### src/design/pn2d_pkg.sv
// Shared types, constants and gradient function for the 2D gradient noise core.
`default_nettype none
package pn2d_pkg;

    localparam int TABLE_SIZE = 256;
    localparam int IDX_W      = 8;
    localparam int HALF_W     = IDX_W - 1;
    localparam int FRAC_BITS  = 16;
    localparam int COORD_W    = 24;
    localparam int NOISE_W    = 19;
    localparam int IN_DATA_W  = 64;
    localparam int OUT_DATA_W = 24;

    // Fade polynomial terms in Q.16
    localparam logic signed [21:0] FADE_K15 = 22'sd983040;   // 15.0
    localparam logic [19:0]        FADE_K10 = 20'd655360;    // 10.0
    localparam logic [19:0]        ONE_Q    = 20'd65536;     // 1.0
    localparam logic signed [NOISE_W-1:0] NOISE_LIM = 19'sd131072;  // 2.0

    typedef enum logic
    {
        CMD_LOAD = 1'b0,
        CMD_EVAL = 1'b1
    } cmd_t;

    typedef logic [IDX_W-1:0]            perm_t;
    typedef logic [HALF_W-1:0]           half_addr_t;
    typedef logic [FRAC_BITS-1:0]        frac_t;
    typedef logic [FRAC_BITS:0]          weight_t;
    typedef logic signed [FRAC_BITS:0]   offset_t;
    typedef logic signed [NOISE_W-1:0]   noise_t;

    // Table entry i and entry i+1 (mod table size)
    typedef struct packed
    {
        perm_t hi;
        perm_t lo;
    } perm_pair_t;

    // Table load request
    typedef struct packed
    {
        logic  we;
        perm_t idx;
        perm_t val;
    } table_wr_t;

    function automatic noise_t grad(input logic [2:0] h, input offset_t x, input offset_t y);
        noise_t xe;
        noise_t ye;
        noise_t res;
        xe = NOISE_W'(x);
        ye = NOISE_W'(y);
        unique case (h)
            3'd0, 3'd4: res = xe + ye;
            3'd1, 3'd6: res = ye - xe;
            3'd2, 3'd5: res = xe - ye;
            3'd3, 3'd7: res = -xe - ye;
        endcase
        return res;
    endfunction

endpackage
`default_nettype wire

### src/design/pn2d_fade.sv
// Three-stage quintic fade 6t^5 - 15t^4 + 10t^3 in fixed point.
`default_nettype none
module pn2d_fade
(
    input  wire logic              clk,
    input  wire logic              en,
    input  wire pn2d_pkg::frac_t   t,
    output pn2d_pkg::weight_t      f
);

    localparam int FB = pn2d_pkg::FRAC_BITS;

    // stage a: i = floor(t*(6t-15)) + 10, tt = floor(t*t)
    logic [21:0]         six_t;
    logic signed [21:0]  k_poly;
    logic signed [38:0]  m_prod;
    logic signed [38:0]  i_sum;
    logic [31:0]         tt_prod;

    pn2d_pkg::frac_t     t_a_reg;
    pn2d_pkg::frac_t     tt_a_reg;
    logic [19:0]         i_a_reg;

    // stage b: t3 = floor(tt*t)
    logic [31:0]         t3_prod;
    pn2d_pkg::frac_t     t3_b_reg;
    logic [19:0]         i_b_reg;

    // stage c: f = clamp(floor(t3*i))
    logic [35:0]         f_prod;
    logic [19:0]         f_full;
    pn2d_pkg::weight_t   f_reg;

    assign six_t   = 22'(t) * 22'd6;
    assign k_poly  = $signed(six_t) - pn2d_pkg::FADE_K15;
    assign m_prod  = 39'($signed({1'b0, t})) * 39'(k_poly);
    assign i_sum   = (m_prod >>> FB) + 39'($signed({1'b0, pn2d_pkg::FADE_K10}));
    assign tt_prod = 32'(t) * 32'(t);

    assign t3_prod = 32'(tt_a_reg) * 32'(t_a_reg);

    assign f_prod  = 36'(t3_b_reg) * 36'(i_b_reg);
    assign f_full  = f_prod[FB+19:FB];

    always_ff @(posedge clk)
    begin
        if (en)
        begin
            t_a_reg  <= t;
            tt_a_reg <= tt_prod[2*FB-1:FB];
            i_a_reg  <= i_sum[19:0];
            t3_b_reg <= t3_prod[2*FB-1:FB];
            i_b_reg  <= i_a_reg;
            f_reg    <= (f_full > pn2d_pkg::ONE_Q) ? pn2d_pkg::weight_t'(pn2d_pkg::ONE_Q)
                                                   : f_full[FB:0];
        end
    end

    assign f = f_reg;

endmodule
`default_nettype wire

### config.mk
export PLATFORM = sky130hd
export DESIGN_NAME = pn2d_fade
export DESIGN_NICKNAME = d
export VERILOG_FILES = /design/src/design/pn2d_pkg.sv /design/src/design/pn2d_fade.sv
export SDC_FILE = /design/constraint.sdc
export NUM_CORES = 2
export LEC_CHECK = 0
export BUFFER_PORTS_ARGS = -buffer_cell sky130_fd_sc_hd__buf_4
export CORE_ASPECT_RATIO = 1.75
export CORE_UTILIZATION = 60
export CTS_BUF_LIST = sky130_fd_sc_hd__clkbuf_8
export DETAILED_ROUTE_END_ITERATION = 8
export HOLD_SLACK_MARGIN = 0.06
export PLACE_DENSITY_LB_ADDON = 0.1
export SLEW_MARGIN = 20
export SYNTH_ARGS = -nofsm -noshare
export SYNTH_HDL_FRONTEND = slang
export SYNTH_SLANG_ARGS = --single-unit
### constraint.sdc
create_clock -name clk -period 15.2 [get_ports clk]
set_input_delay 3.04 -clock clk [delete_from_list [all_inputs] [get_ports clk]]
set_output_delay 3.04 -clock clk [all_outputs]
set_load 0.01 [all_outputs]
==> results.md <==
* Drt first-iter violations at 1177
* Final Cycle Share at roughly 87%
* Status: complete, no violations
* Filler cells at 5768
* Arrival @ worst endpoint at 13.50 ns
* WHS Path Cells at 0
* Crit path time final at 13.27 ns
* First-pass GRT wire length at 161000 um
* Slew @ Worst Pin at 1.07 ns
* Yosys top cell area share at 46.0%
* Post-synth EDFFs at 105
* Slowest CP cell: fa_1
* Vias per Instance at 5.50
* DRT Wirelength at 100000 um
* Top-count cell post-synth: inv_1
* CTS H-tree lvls at 3
* Post-layout util at 62.5%
* Die ar. at 67400 um2
* Most used cell, CP: fa_1
* Die Y at approximately 340 um
* First-pass DRT Iterations at 8
* Dpl cell area at 40700 um2
* Post-synthesis cell type count at 82
* #FFs+latches synth at around 110
* Syn Std Cell Area at 39800 um2
* Residual DRC at 0
* Fin area at 40900 um2
* FP Rows at 124
* IO Port Bufs at 34
* Clock root buffer: clkbuf_8
* Max Fclk at 75.3 MHz
* Area Growth Syn to Fin at 2.92%
* Post CTS Setup Buffer Count at 0
* Post-DRT Antenna Nets at 0
* Mean Syn Cell Area at 9.33 um2
* Clock Sinks at about 110
* Worst EP required at ~15 ns
* Synth area leader: fa_1
* Syn nets at around 5.6k
* Ys flop type: edfxtp_1
* Clock skew at 0.0277 ns
* Critical Path Source Type: input port
* Critical path class: in2reg
* Share of layout cells above drive strength 1 at about 2.6%
* Total core area at around 65000 um2
* CTS buffer count at 9
* MaxCap Viol Count at 0
* Clock Tree Buf Depth at 2
* Slew HR at 28.3%
* Initial cell density of the core at approximately three fifths
* Ys async rst share at 0%
* Dpl hpwl at 81100 um
* CTS tree: built
* Vias in the first global route at ~31k
* Synth Warn # at 0
* GR Overflow Total at 0
* Initial antenna violation count at 2
* CTS clk-pin slew, worst paths at about 0.14 ns
* CP max stage delay at 0.53 ns
* Die width at 197 um
* Setup TNS at 0 ns
* Vias after detailed routing at 27.9k
* Post-synthesis sequential area ratio at 7.92%
* Critical path endpoint category: flip-flop
* Slew Viols, Final at 0
* Resized Gates After CTS at 0
* Total track usage at 31.8%
* Critical path peak fanout at 30
* Commonest cells in the netlist: inv_1 (1150), fa_1 (914), nand2_1 (585)
* Ranking of synthesized cells by area: fa_1 (46%), ha_1 (13%), inv_1 (11%), edfxtp_1 (7.9%), and2_1 (5.8%)
* Largest net degree at the start of global routing at 58
* Clock latency on the worst-skew pair at roughly 0.48 ns
* Routability congestion estimate at 0.887
* Hold WC Path Type: reg2reg
* Layout Nets at around 5.5k
* Final Hold Fails at 0
* I/O pin count at 35
* Final setup viols at 0
* RSZ-0062 raised after global routing: false
* DR WL/cell at ~20 um
* Cts hold-fix bufs at 0
* FF-to-FF path depth at 21
* Syn Inst Count at 4264
[layer usage]
metal | GRT usage [%] | vias up | part of all wire [%] | wire length, um
li1 | - | 12300 | - | -
met1 | 31.8 | 14400 | 33 | 32600
met2 | 60.7 | 789 | 56 | 56200
met3 | 2.99 | 360 | 3.6 | 3620
met4 | 23.1 | 0 | 7.9 | 7870
met5 | 0 | - | 0 | 0
[cell type report]
| cell class | instances | area (um2) | area share (%) |
|---|---|---|---|
| well taps | 882 | 1100 | 2.69 |
| clock buffers | 9 | 124 | 0.302 |
| repair buffers | 49 | 368 | 0.898 |
| diodes | 3 | 7.51 | 0.0183 |
| flip-flops and latches | 105 | 3150 | 7.70 |
| inverters | 1155 | 4340 | 10.6 |
| multi-input cells | 2854 | 31800 | 77.6 |
| clock inverters | 7 | 81.3 | 0.199 |
[through the flow]
step / setup slack (ns) / cells / hold slack, ns
after detailed placement: 1.50 / 5045 / 0.405
after global routing: 1.34 / 5063 / 0.434
after floorplan: 2.44 / 4264 / 0.400
final: 1.93 / 5064 / 0.423
after global placement: 1.69 / 5045 / 0.403
after CTS: 1.99 / 5061 / 0.426
[cells by family after synthesis]
family,share of synthesized area [%]
AO/OA/AOI/OAI,3.72
XOR/XNOR,2.24
multiplexers,0.164
buffers and inverters,12.4
AND/OR/NAND/NOR,14.5
flip-flops,7.92
adder cells (fa/ha/maj),59.1
[cell usage in the layout (no fill, tap or decap), types with 10 or more instances in the layout]
master and count:
a21o_1 25, buf_4 49, ha_1 417, o21ai_1 10, a21oi_1 63, and2_1 366, a211oi_1 10, nor2_1 119
nand4_1 17, o21ai_0 29, nor3_1 25, xor2_1 28, nand2_1 585, xnor2_1 64, nand2b_1 10, fa_1 914
edfxtp_1 105, inv_1 1150, nand3_1 26, o21a_1 11
[path summary, 6_finish.rpt]
kind                                   from          end  slack, ns
worst max-delay path                   t[4]  i_a_reg[19]       1.93
worst min-delay path             i_a_reg[2]   i_b_reg[2]       0.42
worst max register to register  t3_b_reg[1]         f[7]       7.60
worst min register to register   i_a_reg[2]   i_b_reg[2]       0.42
[critical path, delay by kind of cell]
family                   cells  cell delay (ns)
XOR/XNOR                     5             0.71
adder cells (fa/ha/maj)     10             4.55
AND/OR/NAND/NOR              6             1.52
buffers and inverters        6             0.99
AO/OA/AOI/OAI               11             2.68
Power is not shown: default switching activity piles up to over one toggle a cycle in this logic, so the estimate is an artifact.
