$ cat src/design/pn2d_pkg.sv
// Shared types, constants and gradient function for the 2D gradient noise core.
`default_nettype none
package pn2d_pkg;

    localparam int TABLE_SIZE = 256;
    localparam int IDX_W      = 8;
    localparam int HALF_W     = IDX_W - 1;
    localparam int FRAC_BITS  = 16;
    localparam int COORD_W    = 24;
    localparam int NOISE_W    = 19;
    localparam int IN_DATA_W  = 64;
    localparam int OUT_DATA_W = 24;

    // Fade polynomial terms in Q.16
    localparam logic signed [21:0] FADE_K15 = 22'sd983040;   // 15.0
    localparam logic [19:0]        FADE_K10 = 20'd655360;    // 10.0
    localparam logic [19:0]        ONE_Q    = 20'd65536;     // 1.0
    localparam logic signed [NOISE_W-1:0] NOISE_LIM = 19'sd131072;  // 2.0

    typedef enum logic
    {
        CMD_LOAD = 1'b0,
        CMD_EVAL = 1'b1
    } cmd_t;

    typedef logic [IDX_W-1:0]            perm_t;
    typedef logic [HALF_W-1:0]           half_addr_t;
    typedef logic [FRAC_BITS-1:0]        frac_t;
    typedef logic [FRAC_BITS:0]          weight_t;
    typedef logic signed [FRAC_BITS:0]   offset_t;
    typedef logic signed [NOISE_W-1:0]   noise_t;

    // Table entry i and entry i+1 (mod table size)
    typedef struct packed
    {
        perm_t hi;
        perm_t lo;
    } perm_pair_t;

    // Table load request
    typedef struct packed
    {
        logic  we;
        perm_t idx;
        perm_t val;
    } table_wr_t;

    function automatic noise_t grad(input logic [2:0] h, input offset_t x, input offset_t y);
        noise_t xe;
        noise_t ye;
        noise_t res;
        xe = NOISE_W'(x);
        ye = NOISE_W'(y);
        unique case (h)
            3'd0, 3'd4: res = xe + ye;
            3'd1, 3'd6: res = ye - xe;
            3'd2, 3'd5: res = xe - ye;
            3'd3, 3'd7: res = -xe - ye;
        endcase
        return res;
    endfunction

endpackage
`default_nettype wire

$ cat src/design/pn2d_perm_mem.sv
// Permutation table: two copies, each banked by index parity, so an adjacent pair reads in a single access.
`default_nettype none
module pn2d_perm_mem
(
    input  wire logic                   clk,
    input  wire pn2d_pkg::table_wr_t    wr,
    input  wire logic                   rd_en,
    input  wire pn2d_pkg::perm_t        x_idx,
    input  wire pn2d_pkg::perm_t        a_idx,
    input  wire pn2d_pkg::perm_t        b_idx,
    output pn2d_pkg::perm_pair_t        x_pair,
    output pn2d_pkg::perm_pair_t        a_pair,
    output pn2d_pkg::perm_pair_t        b_pair
);

    localparam int HALF_DEPTH = pn2d_pkg::TABLE_SIZE / 2;

    // corner copy: one read pair per cycle; hash copy: two read pairs per cycle; reads only while rd_en is high
    pn2d_pkg::perm_t corner_even_mem [HALF_DEPTH];
    pn2d_pkg::perm_t corner_odd_mem  [HALF_DEPTH];
    pn2d_pkg::perm_t hash_even_mem   [HALF_DEPTH];
    pn2d_pkg::perm_t hash_odd_mem    [HALF_DEPTH];

    pn2d_pkg::perm_t xe_reg, xo_reg, ae_reg, ao_reg, be_reg, bo_reg;
    logic            x_lsb_reg, a_lsb_reg, b_lsb_reg;

    pn2d_pkg::half_addr_t wr_addr;
    pn2d_pkg::half_addr_t x_even_addr, a_even_addr, b_even_addr;

    assign wr_addr = wr.idx[pn2d_pkg::IDX_W-1:1];

    // even bank holds entry i (even) or i+1 (odd i), wrapping at the top
    assign x_even_addr = x_idx[pn2d_pkg::IDX_W-1:1] + pn2d_pkg::half_addr_t'(x_idx[0]);
    assign a_even_addr = a_idx[pn2d_pkg::IDX_W-1:1] + pn2d_pkg::half_addr_t'(a_idx[0]);
    assign b_even_addr = b_idx[pn2d_pkg::IDX_W-1:1] + pn2d_pkg::half_addr_t'(b_idx[0]);

    always_ff @(posedge clk)
    begin
        if (wr.we)
        begin
            if (wr.idx[0])
            begin
                corner_odd_mem[wr_addr] <= wr.val;
                hash_odd_mem[wr_addr]   <= wr.val;
            end
            else
            begin
                corner_even_mem[wr_addr] <= wr.val;
                hash_even_mem[wr_addr]   <= wr.val;
            end
        end
    end

    always_ff @(posedge clk)
    begin
        if (rd_en)
        begin
            xe_reg    <= corner_even_mem[x_even_addr];
            xo_reg    <= corner_odd_mem[x_idx[pn2d_pkg::IDX_W-1:1]];
            ae_reg    <= hash_even_mem[a_even_addr];
            ao_reg    <= hash_odd_mem[a_idx[pn2d_pkg::IDX_W-1:1]];
            be_reg    <= hash_even_mem[b_even_addr];
            bo_reg    <= hash_odd_mem[b_idx[pn2d_pkg::IDX_W-1:1]];
            x_lsb_reg <= x_idx[0];
            a_lsb_reg <= a_idx[0];
            b_lsb_reg <= b_idx[0];
        end
    end

    always_comb
    begin
        x_pair.lo = x_lsb_reg ? xo_reg : xe_reg;
        x_pair.hi = x_lsb_reg ? xe_reg : xo_reg;
        a_pair.lo = a_lsb_reg ? ao_reg : ae_reg;
        a_pair.hi = a_lsb_reg ? ae_reg : ao_reg;
        b_pair.lo = b_lsb_reg ? bo_reg : be_reg;
        b_pair.hi = b_lsb_reg ? be_reg : bo_reg;
    end

endmodule
`default_nettype wire

$ cat config.mk
export PLATFORM = sky130hd
export DESIGN_NAME = pn2d_perm_mem
export DESIGN_NICKNAME = d
export VERILOG_FILES = /design/src/design/pn2d_pkg.sv /design/src/design/pn2d_perm_mem.sv
export SDC_FILE = /design/constraint.sdc
export NUM_CORES = 2
export LEC_CHECK = 0
export BUFFER_PORTS_ARGS = -buffer_cell sky130_fd_sc_hd__buf_2
export CORE_MARGIN = 4
export CORE_UTILIZATION = 58
export DETAILED_ROUTE_END_ITERATION = 10
export HOLD_SLACK_MARGIN = 0.15
export PLACE_DENSITY_LB_ADDON = 0.12
export SYNTH_ARGS = -nofsm -noshare
export SYNTH_HDL_FRONTEND = slang
export SYNTH_SLANG_ARGS = --single-unit
$ cat constraint.sdc
create_clock -name clk -period 3.2 [get_ports clk]
set_input_delay 0.32 -clock clk [delete_from_list [all_inputs] [get_ports clk]]
set_output_delay 0.32 -clock clk [all_outputs]
set_load 0.03 [all_outputs]
==> impl_metrics.yaml <==
run_status:
  status: "finished clean"
yosys:
  netlist_area_um2: 115000
  async_flop_share: 0
  synth.top_cell.area_share: 0.550
  yosys_warnings: 0
  yosysTopAreaCell: "edfxtp_1"
  synthTopCellsByArea: "edfxtp_1, mux4_2, mux2i_1, nand2_1, clkbuf_1"
  synth-main-ff-cell: "edfxtp_1"
  seq_area_frac_synth: 0.550
  synth.net_count: 6622
  synth_edf_count: 2099
  synth_cells: 6573
  synthDistinctLibCells: 56
  syn_avg_cell_area_um2: 17.4
  ys_ff_latch: 2099
timing:
  period_share: 0.995
  min_period_ns: 3.18
  maxSlewHeadroom: 0.208
  fin_hold_ws_ns: 0.214
  rsz0062_at_grt: "false"
  fmax_ghz: 0.314
  finalSetupViolCount: 0
  tightest_slew_ns: 1.18
  hold_violations: 0
  fin_skew_ns: 0.0350
  drv_slew: 0
setup_path:
  end_kind: "register"
  cp_cell_sequence: "dlygate4sd3_1 -> buf_2 -> ha_4 -> ha_4 -> buf_12 -> buf_12 -> buf_12 -> mux4_2 -> nand2_1 -> a32oi_1 -> nand4_1 -> nand4_1"
  cp_top_family: "buffers and inverters"
  cp.arrival_ns: 3.89
  path_max_fanout: 23
  crit_slowest_cell: "a32oi_1"
  cp_common_cell: "buf_12"
  max_stage_delay_ns: 0.64
  critPathKind: "in -> reg"
  cp_num_buf_inv: 5
  start_kind: "primary input"
  crit_required_ns: 3.91
power_and_ir_drop:
  power_density_nw_per_um2: 514
  p_leak_nw: 44.7
  ir_drop_v: 0.000610
placed_design:
  place.gp.congestion: 1.04
  dp_hpwl_um: 291000
  place.port_buffers: 90
final_layout:
  finalNetCount: 7329
  top_register: "hash_even_mem"
  final_common_cell: "edfxtp_1"
  multi_input_area_um2: 49400
  syn_to_final_growth_pct: 16.8
  fillers: 12800
  seqCellArea_um2: 63000
  finish.utilization: 0.684
  largest_register_ffs: 1024
  final_cell_mix: "edfxtp_1, mux4_2, buf_4, mux2i_1, nand2_1"
  drive_above_1_share: 0.403
  reg.largest.list: "hash_even_mem (1024), hash_odd_mem (776), corner_odd_mem (248)"
global_route:
  antenna_found_initial: 45
  grt_max_degree: 109
  met3_usage: 0.160
  grt_pass1_vias: 75200
  met1_usage: 0.565
  grt_busiest_layer: "met2"
  grt.overflow.total: 0
  grt_pass1_wl_um: 586000
  grt_use_met2: 0.584
  grt_usage: 0.411
clock_tree:
  clk_latency_ns: 0.88
  cts_tree: "done"
  cts_root_buf: "clkbuf_16"
  clkSlewWorstSetupHoldPaths_ns: 0.06
  h-tree-depth: 4
  cts_buffers: 216
  cts.repair.resized: 0
  clock_sinks: 2099
  postCtsSetupBuffers: 0
  cts_buffer_depth: 3
floorplan:
  boundaryPins: 91
  start_util: 0.586
  die_h_um: 453
  die_x_um: 453
  core_um2: 196000
  num_rows: 162
  die_area_um2: 205000
detailed_routing:
  drc: 0
  routedWlPerCell_um: 41.5
  drt-initial-drc-count: 13500
  via_per_inst: 7.67
  vias: 77600
  dr.pass1.iters: 6
  antenna_left: 0
  routed_wl_um: 420000
job:
  cap_violations: 0
min_path:
  hold_class: "in -> reg"
==> worst register-to-register path, stage by stage (launching register included) <==
cell and delay [ns]:
edfxtp_1 0.42, mux4_2 0.50, mux4_2 0.53, o22ai_1 0.86, buf_4 0.24, a311oi_1 0.05
buf_4 0.15
==> cell type report <==
| type | instances | area share |
|---|---|---|
| Antenna cell | 25 | 0.000467 |
| Inverter | 7 | 0.000234 |
| Clock inverter | 146 | 0.0128 |
| Clock buffer | 256 | 0.0423 |
| Sequential cell | 2099 | 0.471 |
| Multi-Input combinational cell | 3852 | 0.369 |
| Tap cell | 2624 | 0.0245 |
| Timing Repair Buffer | 1104 | 0.0804 |
==> cell families (layout without fill, tap and decap cells) <==
logic type	count (synthesis)	count (layout)	synth area share
AO/OA/AOI/OAI	635	635	0.0394
XOR/XNOR	20	20	0.00153
adder cells (fa/ha/maj)	6	6	0.000655
buffers and inverters	622	1513	0.0222
flip-flops	2099	2099	0.550
multiplexers	2089	2089	0.346
other	0	25	0
AND/OR/NAND/NOR	1102	1102	0.0410
==> metrics by stage <==
stage / setup TNS (ns) / setup slack, ns / cells / cell area [um2] / power, W
after global routing: 0 / 0.119 / 10100 / 134000 / 0.0704
after global placement: -1.78 / -0.486 / 9673 / 126000 / 0.0424
after detailed placement: -2.04 / -0.475 / 9673 / 126000 / 0.0424
after floorplan: 0 / 0.158 / 6573 / 115000 / 0.0372
final: 0 / 0.0159 / 10100 / 134000 / 0.0688
after CTS: 0 / 0.261 / 10100 / 134000 / 0.0685
==> synthesized netlist by cell type, types with 5 or more instances <==
cell	number
a211oi_1	25
a21oi_1	78
a221o_1	9
a221oi_1	50
a22oi_1	112
a311oi_1	17
a31oi_1	79
a32oi_1	49
and2_1	28
buf_1	127
buf_2	137
buf_4	5
clkbuf_1	344
edfxtp_1	2099
ha_1	6
inv_1	6
mux2_2	59
mux2i_1	541
mux4_2	1489
nand2_1	523
nand2b_1	8
nand3_1	187
nand3b_1	6
nand4_1	47
nor2_1	269
nor2b_1	13
o211ai_1	21
o21a_1	9
o21ai_0	75
o221ai_1	61
o22a_1	7
o22ai_1	28
or3_1	5
xnor2_1	10
xor2_1	10
==> metal layers <==
layer,vias to the layer above,part of all wire
li1,29700,-
met1,40000,0.34
met2,6686,0.44
met4,32,0.060
met5,-,0.00052
met3,1108,0.16
==> final timing paths <==
kind,startpoint,depth (start not counted),to,slack (ns)
max,b_idx[0],12,be_reg[7],0.02
min,b_idx[6],2,bo_reg[3],0.21
max reg2reg,hash_even_mem[19][0],6,xe_reg[0],0.22
min reg2reg,hash_even_mem[2][4],5,be_reg[4],1.06
==> power breakdown <==
part           total [W]  switching (W)  internal [W]
clock network     0.0265         0.0111        0.0154
registers         0.0307       0.000298        0.0304
logic             0.0115        0.00654       0.00499
total             0.0688         0.0179        0.0508
==> what timing repair did <==
item                                    4_1_cts  5_1_grt
hold buffers                                 13        0
endpoints found under the setup margin        0        0
endpoints found under the hold margin       350        0
No activity file was read; power rests on OpenSTA's default activity.
