**src/design/pn2d_pkg.sv**
```systemverilog
// Shared types, constants and gradient function for the 2D gradient noise core.
`default_nettype none
package pn2d_pkg;

    localparam int TABLE_SIZE = 256;
    localparam int IDX_W      = 8;
    localparam int HALF_W     = IDX_W - 1;
    localparam int FRAC_BITS  = 16;
    localparam int COORD_W    = 24;
    localparam int NOISE_W    = 19;
    localparam int IN_DATA_W  = 64;
    localparam int OUT_DATA_W = 24;

    // Fade polynomial terms in Q.16
    localparam logic signed [21:0] FADE_K15 = 22'sd983040;   // 15.0
    localparam logic [19:0]        FADE_K10 = 20'd655360;    // 10.0
    localparam logic [19:0]        ONE_Q    = 20'd65536;     // 1.0
    localparam logic signed [NOISE_W-1:0] NOISE_LIM = 19'sd131072;  // 2.0

    typedef enum logic
    {
        CMD_LOAD = 1'b0,
        CMD_EVAL = 1'b1
    } cmd_t;

    typedef logic [IDX_W-1:0]            perm_t;
    typedef logic [HALF_W-1:0]           half_addr_t;
    typedef logic [FRAC_BITS-1:0]        frac_t;
    typedef logic [FRAC_BITS:0]          weight_t;
    typedef logic signed [FRAC_BITS:0]   offset_t;
    typedef logic signed [NOISE_W-1:0]   noise_t;

    // Table entry i and entry i+1 (mod table size)
    typedef struct packed
    {
        perm_t hi;
        perm_t lo;
    } perm_pair_t;

    // Table load request
    typedef struct packed
    {
        logic  we;
        perm_t idx;
        perm_t val;
    } table_wr_t;

    function automatic noise_t grad(input logic [2:0] h, input offset_t x, input offset_t y);
        noise_t xe;
        noise_t ye;
        noise_t res;
        xe = NOISE_W'(x);
        ye = NOISE_W'(y);
        unique case (h)
            3'd0, 3'd4: res = xe + ye;
            3'd1, 3'd6: res = ye - xe;
            3'd2, 3'd5: res = xe - ye;
            3'd3, 3'd7: res = -xe - ye;
        endcase
        return res;
    endfunction

endpackage
`default_nettype wire

```
**src/design/pn2d_lerp.sv**
```systemverilog
// Linear blend a + floor(t*(b-a)): product registered, sum on the output.
`default_nettype none
module pn2d_lerp
(
    input  wire logic               clk,
    input  wire logic               en,
    input  wire pn2d_pkg::noise_t   a,
    input  wire pn2d_pkg::noise_t   b,
    input  wire pn2d_pkg::weight_t  t,
    output pn2d_pkg::noise_t        y
);

    localparam int PW = pn2d_pkg::NOISE_W + pn2d_pkg::FRAC_BITS + 3;

    logic signed [pn2d_pkg::NOISE_W:0] diff;
    logic signed [PW-1:0]              prod;
    logic signed [PW-1:0]              prod_reg;
    pn2d_pkg::noise_t                  a_reg;
    logic signed [PW-1:0]              sum;

    assign diff = (pn2d_pkg::NOISE_W+1)'(b) - (pn2d_pkg::NOISE_W+1)'(a);
    assign prod = PW'($signed({1'b0, t})) * PW'(diff);

    always_ff @(posedge clk)
    begin
        if (en)
        begin
            a_reg    <= a;
            prod_reg <= prod;
        end
    end

    assign sum = PW'(a_reg) + (prod_reg >>> pn2d_pkg::FRAC_BITS);
    assign y   = sum[pn2d_pkg::NOISE_W-1:0];

endmodule
`default_nettype wire

```
**config.mk**
```make
export PLATFORM = sky130hd
export DESIGN_NAME = pn2d_lerp
export DESIGN_NICKNAME = d
export VERILOG_FILES = /design/src/design/pn2d_pkg.sv /design/src/design/pn2d_lerp.sv
export SDC_FILE = /design/constraint.sdc
export NUM_CORES = 1
export LEC_CHECK = 0
export BUFFER_PORTS_ARGS = -buffer_cell sky130_fd_sc_hd__buf_2
export CAP_MARGIN = 10
export CORE_MARGIN = 2
export CORE_UTILIZATION = 50
export CTS_BUF_LIST = sky130_fd_sc_hd__clkbuf_8
export DETAILED_ROUTE_END_ITERATION = 7
export PLACE_DENSITY = 0.65
export RECOVER_POWER = 100
export REMOVE_ABC_BUFFERS = 1
export SLEW_MARGIN = 15
export SYNTH_ARGS = -nofsm -noshare
export SYNTH_HDL_FRONTEND = slang
export SYNTH_SLANG_ARGS = --single-unit
```
**constraint.sdc**
```tcl
create_clock -name clk -period 11.37 [get_ports clk]
set_input_delay 3.411 -clock clk [delete_from_list [all_inputs] [get_ports clk]]
set_output_delay 3.411 -clock clk [all_outputs]
set_load 0.01 [all_outputs]
```
==> summary.txt, run 1 <==
Status
  – Status: finished with violations
  – Failing checks: max-capacitance violations, max-slew violations

Logic synthesis
  – Top post-synthesis cells by area: fa_1 44%, inv_1 11%, ha_1 10%
  – Largest area contributor in the netlist: fa_1
  – Synth top area share: 43.83%
  – Yosys cell types: 51
  – Post-synthesis mux area share: 0.07753%
  – Async SR Flop Fraction: 0%
  – Main synth FF type: edfxtp_1
  – Synth Area in Compound Gates: 5.694%
  – Post-Synth XOR/XNOR Area: 4.161%
  – EDFF count, synth: 38
  – Synth warn: 0
  – Yosys reg bits: 38
  – Sequential-to-total area share from yosys stat: 7.856%
  – Largest family of logic cells by synthesized area: adder cells
  – Cells after Synth: 1,586
  – Post-Synth Simple-Gate Area: 15.51%
  – Netlist Area Pre-Place: 14,530 µm²
  – Avg Cell Area, Syn: 9.158 µm²
  – Post-Synth Adder-Cell Area: 54.25%

Clocking
  – CTS sink count: 38
  – Hold-fix buffers, CTS: 0
  – Clock transition at the registers of the reported paths: 0.07 ns
  – Bufs on Longest Clock Path: 2
  – CTS tree: built
  – Cts bufs inserted: 5
  – Post-CTS Setup Bufs: 0
  – H-tree lvl count: 2
  – Root Driver: clkbuf_8

Global routing
  – Vias in the first global route: 11,420
  – Initial antenna violation count: 0
  – Total grt overflow: 0
  – Largest net degree at the start of global routing: 39
  – GRT Overall Usage: 23.50%
  – First-pass GRT wire length: 56.84 mm

Critical path
  – Crit path capture type: flop
  – Data required time of the worst path: 11.42 ns
  – Crit path top cell by count: fa_1
  – Largest stage delay on the critical path: 0.54 ns
  – Crit Path Class: in -> reg
  – Critical path arrival: 11.04 ns
  – Worst setup SP type: primary input
  – Worst-path fanout max: 6
  – Crit-path slowest cell: fa_1

STA
  – Slew Viols, Final: 39
  – Worst-Margin Slew: 1.983 ns
  – Post-route minimum period: 10.99 ns
  – Max frequency: 90.98 MHz
  – Tcrit/Tclk final: 96.67%
  – Hold Slack: 3.307 ns
  – Slew margin rel.: -32.17%
  – Hold Fails Final Rpt: 0
  – Final setup fails: 0

Layout
  – Number of diodes: 0
  – Proportion of layout cells with a drive suffix above 1: 6.208%
  – Multi-input logic area: 11,550 µm²
  – Cell Count, Final, Fillers Out: 2,027
  – Area grow syn2layout: 6.486%
  – Nets: 2,140
  – FF+latch area: 1141 µm²
  – # fillers: 2,667

Floorplan
  – Die Height: 174.4 µm
  – Site Rows: 62
  – Io pins: 76
  – Initial Utilization: 50.74%
  – Die W: 174.4 µm
  – Core Box Area: 28,630 µm²
  – Area of the die: 30,430 µm²

Routing
  – ANT nets after route: 0
  – DR iter-0 viols: 473
  – Via Count: 10,130
  – DR WL/cell: 16.13 µm
  – Drt total wl: 32.70 mm
  – # DRC: 0
  – Drt pass-1 iters: 4
  – DR vias/cell: 4.995

Placement
  – Number of port buffers: 75
  – Placed Instances: 2,021
  – Post-DP HPWL: 27.45 mm
  – Placer Congestion: 0.8258

Min path
  – Worst min path class: in -> reg
  – Hold Path Depth: 1

Job
  – Max-Cap Viols: 1
layout make-up:
type / count / area share [%]
multi-input combinational: 1068 / 74.70
sequential: 38 / 7.377
clock inverter: 1 / 0.02427
tap: 384 / 3.106
inverter: 425 / 10.31
timing repair buffer: 106 / 4.037
clock buffer: 5 / 0.4449
metrics by stage:
step	setup WS (ns)	util (%)	instance area, µm²	setup TNS, ns
after floorplan	0.7440	-	14310	0
after global placement	0.1993	53.98	15450	0
after detailed placement	0.02082	53.98	15450	0
after CTS	0.3203	54.23	15520	0
after global routing	-0.02626	54.03	15470	-0.02626
final	0.3784	54.03	15470	0
synth_stat cells (7+ instances only):
| cell | n |
|---|---|
| o21ai_0 | 14 |
| and2_1 | 158 |
| inv_1 | 425 |
| edfxtp_1 | 38 |
| o21ai_1 | 7 |
| nor2_1 | 47 |
| nand2_1 | 171 |
| nor3_1 | 14 |
| o21a_1 | 9 |
| nor2b_1 | 31 |
| xor2_1 | 13 |
| clkbuf_1 | 50 |
| nand3_1 | 9 |
| fa_1 | 318 |
| xnor2_1 | 56 |
| nand2b_1 | 9 |
| ha_1 | 121 |
| a21oi_1 | 22 |
| a21o_1 | 7 |
critical path, delay by kind of cell:
family | cells | cell delay, ns
compound gates | 13 | 2.65
xor+xnor | 2 | 0.28
fa+ha+maj | 8 | 3.60
buf+inv | 6 | 0.36
simple gates | 3 | 0.73
cells in the final DEF, fill, tap and decap left out, types with 7 or more instances in the layout:
cell type  count
a21oi_1       22
xor2_1        13
o21ai_0       18
nor2_1        47
nor3_1        14
fa_1         318
buf_2         48
o21a_1         9
and2_1       157
nand3_1        9
nand2_1      171
nor2b_1       31
inv_1        425
edfxtp_1      38
buf_4         27
a21o_1         7
nand2b_1       9
ha_1         121
clkbuf_1      27
xnor2_1       55
final timing paths:
path | startpoint | endpoint | slack [ns]
worst min-delay path | a[12] | a_reg[12] | 3.31
worst max-delay path | a[1] | prod_reg[33] | 0.38
logic make-up after synthesis:
group                    Yosys count
AO/OA/AOI/OAI                    107
XOR/XNOR                          69
adder cells (fa/ha/maj)          439
buffers and inverters            480
flip-flops                        38
multiplexers                       1
AND/OR/NAND/NOR                  452
what timing repair did:
action	4_1_cts	5_1_grt
gates resized for setup	0	2
setup endpoints to repair	0	3
hold endpoints to repair	0	0
per-layer routing:
layer  share of wire (%)  vias up  track usage [%]
li1                    -     4758                -
met1                  45     5138            31.62
met2                  50      202            41.75
met3                 4.3       27            2.843
met4                 1.1        0            3.396
met5                   0        -                0
Power of run 1 is left out: the tool's default activity adds up to more than one toggle a clock period on the data nets, which glitch-free logic cannot reach.
==> run 2, diff against run 1 <==
--- a/config.mk
+++ b/config.mk
@@ -14,6 +14,8 @@
 export PLACE_DENSITY = 0.65
 export RECOVER_POWER = 100
 export REMOVE_ABC_BUFFERS = 1
+export SETUP_SLACK_MARGIN = 0.5
+export SKIP_CTS_REPAIR_TIMING = 1
 export SLEW_MARGIN = 15
 export SYNTH_ARGS = -nofsm -noshare
 export SYNTH_HDL_FRONTEND = slang
==> constraint.sdc (replaced) <==
create_clock -name clk -period 12.7 [get_ports clk]
set_input_delay 3.81 -clock clk [delete_from_list [all_inputs] [get_ports clk]]
set_output_delay 3.81 -clock clk [all_outputs]
set_load 0.01 [all_outputs]
==> run 2 against run 1 <==
Against the previous run: wire length up 3.1%; non-clock buffer count down 13; critical path depth down 2; the run still ends with max-capacitance violations, max-slew violations left; die area unchanged; sequential share of layout area up 0.086 points; largest cell class unchanged.
==> summary.txt, run 2 (same netlist as run 1, synthesis figures left out) <==
Status
  – Status: finished with violations
  – Failing checks: max-capacitance violations, max-slew violations

Min path
  – Hold Path Depth: 1
  – Hold endpoint: a_reg[0]
  – Worst min path class: in -> reg
  – Worst Hold Launch: a[0]

Clocking
  – Cts bufs inserted: 5
  – Bufs on Longest Clock Path: 2
  – CTS sink count: 38
  – Root Driver: clkbuf_8
  – H-tree lvl count: 2
  – Clock transition at the registers of the reported paths: 0.08 ns
  – CTS tree: built

Layout
  – Cell Count, Final, Fillers Out: 2,014
  – Area grow syn2layout: 5.254%
  – Proportion of layout cells with a drive suffix above 1: 5.215%
  – Nets: 2,127
  – Commonest cells after routing, fill and taps aside: 425 x inv_1, 318 x fa_1, 171 x nand2_1
  – Commonest non-fill, non-tap cell in the layout: inv_1
  – Number of diodes: 0
  – # fillers: 2,709

Floorplan
  – Site Rows: 62
  – Area of the die: 30,430 µm²
  – Die Height: 174.4 µm
  – Die W: 174.4 µm
  – Io pins: 76
  – Initial Utilization: 50.74%
  – Core Box Area: 28,630 µm²

Global routing
  – First-pass GRT wire length: 57.63 mm
  – Initial antenna violation count: 1
  – Total grt overflow: 0
  – Vias in the first global route: 11,430
  – GRT Overall Usage: 24.01%
  – Largest net degree at the start of global routing: 39

STA
  – Hold Fails Final Rpt: 0
  – Post-route minimum period: 11.78 ns
  – Slew Viols, Final: 39
  – Final setup TNS: 0 ns
  – Unrepaired setup endpoints after global routing: false
  – Tcrit/Tclk final: 92.79%
  – Worst-Margin Slew: 2.125 ns
  – Final setup fails: 0
  – Slew margin rel.: -41.66%
  – Max frequency: 84.86 MHz

Critical path
  – Crit-path slowest cell: xor2_1
  – Largest stage delay on the critical path: 0.62 ns
  – Crit Path Class: in -> reg
  – Data required time of the worst path: 12.76 ns
  – Critical path arrival: 11.84 ns
  – Crit path capture type: flop
  – Worst-path fanout max: 7
  – Worst setup SP type: primary input
  – Crit path top cell by count: fa_1

Placement
  – Post-DP HPWL: 27.49 mm
  – Placer Congestion: 0.8349
  – Placed Instances: 2,008
  – Number of port buffers: 75

Routing
  – DR WL/cell: 16.73 µm
  – WL met3: 1.143 mm
  – DR vias/cell: 5.075
  – Highest layer used for signal routing: met4
  – Wl on met1: 14.59 mm
  – Drt pass-1 iters: 4
  – Via Count: 10,220
  – Wire length on met2: 17.35 mm
  – ANT nets after route: 0
  – # DRC: 0
  – DR iter-0 viols: 483
  – Drt total wl: 33.70 mm

Job
  – Max-Cap Viols: 1
## run 2: layout make-up
type	instances	area, µm²	share of cell area (%)
inverters	425	1595	10.43
repair buffers	93	479.2	3.134
flip-flops and latches	38	1141	7.464
clock buffers	5	68.82	0.4501
well taps	384	480.5	3.143
clock inverters	1	3.754	0.02455
multi-input cells	1068	11520	75.35
## run 2: how the worst max path moves through the flow
stage	to	depth (start not counted)	startpoint	slack (ns)
finish	prod_reg[34]	30	a[1]	0.92
global route	prod_reg[34]	30	a[1]	0.29
CTS	prod_reg[34]	30	a[1]	1.03
detailed placement	prod_reg[34]	28	a[0]	0.74
global placement	prod_reg[33]	28	a[0]	0.77
floorplan	prod_reg[33]	28	b[0]	1.68
## run 2: routing by layer
layer  global-route usage (%)  vias up
met5                        0        -
met2                    43.78      193
met3                    1.815       37
met1                    31.42     5255
met4                    4.902        0
li1                         -     4736
## run 2: through the flow
step,area [µm²],util (%),worst slack [ns],hold WS (ns)
finish,15290,53.41,0.9159,3.685
detailed placement,15300,53.46,0.7383,4.005
global route,15290,53.41,0.2915,3.679
floorplan,14310,-,1.675,3.909
CTS,15380,53.72,1.031,3.673
global placement,15300,53.46,0.7695,4.005
## run 2: critical path: cells and delay by family
family          cells  cell delay [ns]
simple gates        3             0.51
compound gates     13             2.97
fa+ha+maj           8             3.42
buf+inv             4             0.36
xor+xnor            2             0.76
Power of run 2 is left out for the same reason.
==> run 3, diff against run 2 <==
--- a/config.mk
+++ b/config.mk
@@ -7,11 +7,12 @@
 export LEC_CHECK = 0
 export BUFFER_PORTS_ARGS = -buffer_cell sky130_fd_sc_hd__buf_2
 export CAP_MARGIN = 10
+export CORE_ASPECT_RATIO = 1.25
 export CORE_MARGIN = 2
 export CORE_UTILIZATION = 50
 export CTS_BUF_LIST = sky130_fd_sc_hd__clkbuf_8
 export DETAILED_ROUTE_END_ITERATION = 7
-export PLACE_DENSITY = 0.65
+export PLACE_DENSITY = 0.76
 export RECOVER_POWER = 100
 export REMOVE_ABC_BUFFERS = 1
 export SETUP_SLACK_MARGIN = 0.5
==> run 3 against run 2 <==
Against the previous run: non-clock buffer count is 1 lower; maximum frequency is 0.35% lower; the run still ends with max-capacitance violations, max-slew violations left; setup slack worse by 0.041 ns; utilization is 0.40 points higher; wire length is 2.0% higher.
==> summary.txt, run 3 (same netlist as run 1, synthesis figures left out) <==
Critical path
  – Worst setup SP type: primary input
  – Crit Path Class: in -> reg
  – Critical path buffers and inverters: 4
  – Worst-path fanout max: 23
  – Crit path capture type: flop
  – Data required time of the worst path: 12.75 ns
  – Critical path arrival: 11.88 ns
  – Crit-path slowest cell: fa_1
  – Crit path top cell by count: xnor2_1
  – Largest stage delay on the critical path: 0.66 ns
  – Worst path top cell family by delay: adder cells

Min path
  – Hold Path Depth: 1
  – Hold endpoint: a_reg[18]
  – Worst min path class: in -> reg
  – Worst Hold Launch: a[18]

STA
  – Tcrit/Tclk final: 93.11%
  – Final setup fails: 0
  – Max frequency: 84.57 MHz
  – Slew Viols, Final: 39
  – Hold Fails Final Rpt: 0
  – Unrepaired setup endpoints after global routing: false
  – Worst-Margin Slew: 2.042 ns
  – Final setup TNS: 0 ns
  – Slew margin rel.: -36.15%
  – Post-route minimum period: 11.83 ns

Routing
  – # DRC: 0
  – Drt pass-1 iters: 5
  – Via Count: 10,590
  – ANT nets after route: 0
  – DR WL/cell: 17.30 µm
  – Drt total wl: 34.36 mm
  – DR iter-0 viols: 559
  – DR vias/cell: 5.332

Placement
  – DP Area: 15,270 µm²
  – Number of port buffers: 75
  – Placer Congestion: 0.8522
  – Post-DP HPWL: 27.96 mm

Layout
  – Nets: 2,126
  – # fillers: 2,513
  – FF+latch area: 1141 µm²
  – Commonest cells after routing, fill and taps aside: 425 x inv_1, 318 x fa_1, 171 x nand2_1
  – Design area: 15,330 µm²
  – Multi-input logic area: 11,540 µm²
  – Number of diodes: 0
  – Proportion of layout cells with a drive suffix above 1: 5.457%
  – Commonest non-fill, non-tap cell in the layout: inv_1
  – Area grow syn2layout: 5.548%

Clocking
  – Clock transition at the registers of the reported paths: 0.08 ns
  – CTS sink count: 38
  – Root Driver: clkbuf_8
  – Cts bufs inserted: 5
  – Bufs on Longest Clock Path: 2
  – H-tree lvl count: 2
  – CTS tree: built

Floorplan
  – Initial Utilization: 50.98%
  – Site Rows: 69
  – Die W: 156.4 µm
  – Core Box Area: 28,490 µm²
  – Area of the die: 30,440 µm²
  – Die Height: 194.6 µm
  – Io pins: 76

Global routing
  – GRT Overall Usage: 23.98%
  – Largest net degree at the start of global routing: 39
  – Initial antenna violation count: 1
  – First-pass GRT wire length: 57.35 mm
  – Total grt overflow: 0
  – Vias in the first global route: 12,000

Job
  – Max-Cap Viols: 1

Status
  – Status: finished with violations
  – Failing checks: max-capacitance violations, max-slew violations
## run 3: changes by cell type in the layout (fill, tap and decap cells not counted), sizes merged
| cell | change |
|---|---|
| buf | -3 |
| bufinv | +2 |
| clkbuf | +2 |
## run 3: routing by layer
| metal | track usage, % | wire length [µm] |
|---|---|---|
| met2 | 44.38 | 18280 |
| met4 | 11.59 | 1874 |
| met3 | 2.475 | 1777 |
| met5 | 0 | 0 |
| met1 | 27.31 | 12430 |
## run 3: cell type report
| class | count | area share, % |
|---|---|---|
| well taps | 355 | 2.897 |
| clock inverters | 3 | 0.4489 |
| multi-input cells | 1068 | 75.30 |
| clock buffers | 5 | 0.4489 |
| inverters | 425 | 10.41 |
| repair buffers | 92 | 3.060 |
| flip-flops and latches | 38 | 7.443 |
## run 3: worst max-delay path by stage
stage | depth (start not counted) | from | slack, ns | to
2_1_floorplan | 28 | b[0] | 1.68 | prod_reg[33]
3_3_place_gp | 30 | a[1] | 0.78 | prod_reg[34]
3_5_place_dp | 30 | a[1] | 0.58 | prod_reg[34]
4_1_cts | 30 | a[1] | 0.85 | prod_reg[34]
5_1_grt | 30 | a[1] | 0.33 | prod_reg[34]
6_report | 30 | a[1] | 0.87 | prod_reg[34]
## run 3: per-stage QoR
step	hold slack, ns	utilization [%]	setup slack, ns	cells
after global placement	4.001	53.59	0.7763	1978
after global routing	3.684	53.81	0.3326	1986
final	3.694	53.81	0.8749	1986
after CTS	3.685	54.07	0.8489	1986
after detailed placement	4.004	53.59	0.5776	1978
after floorplan	3.909	-	1.675	1531
Power of run 3 is left out for the same reason.
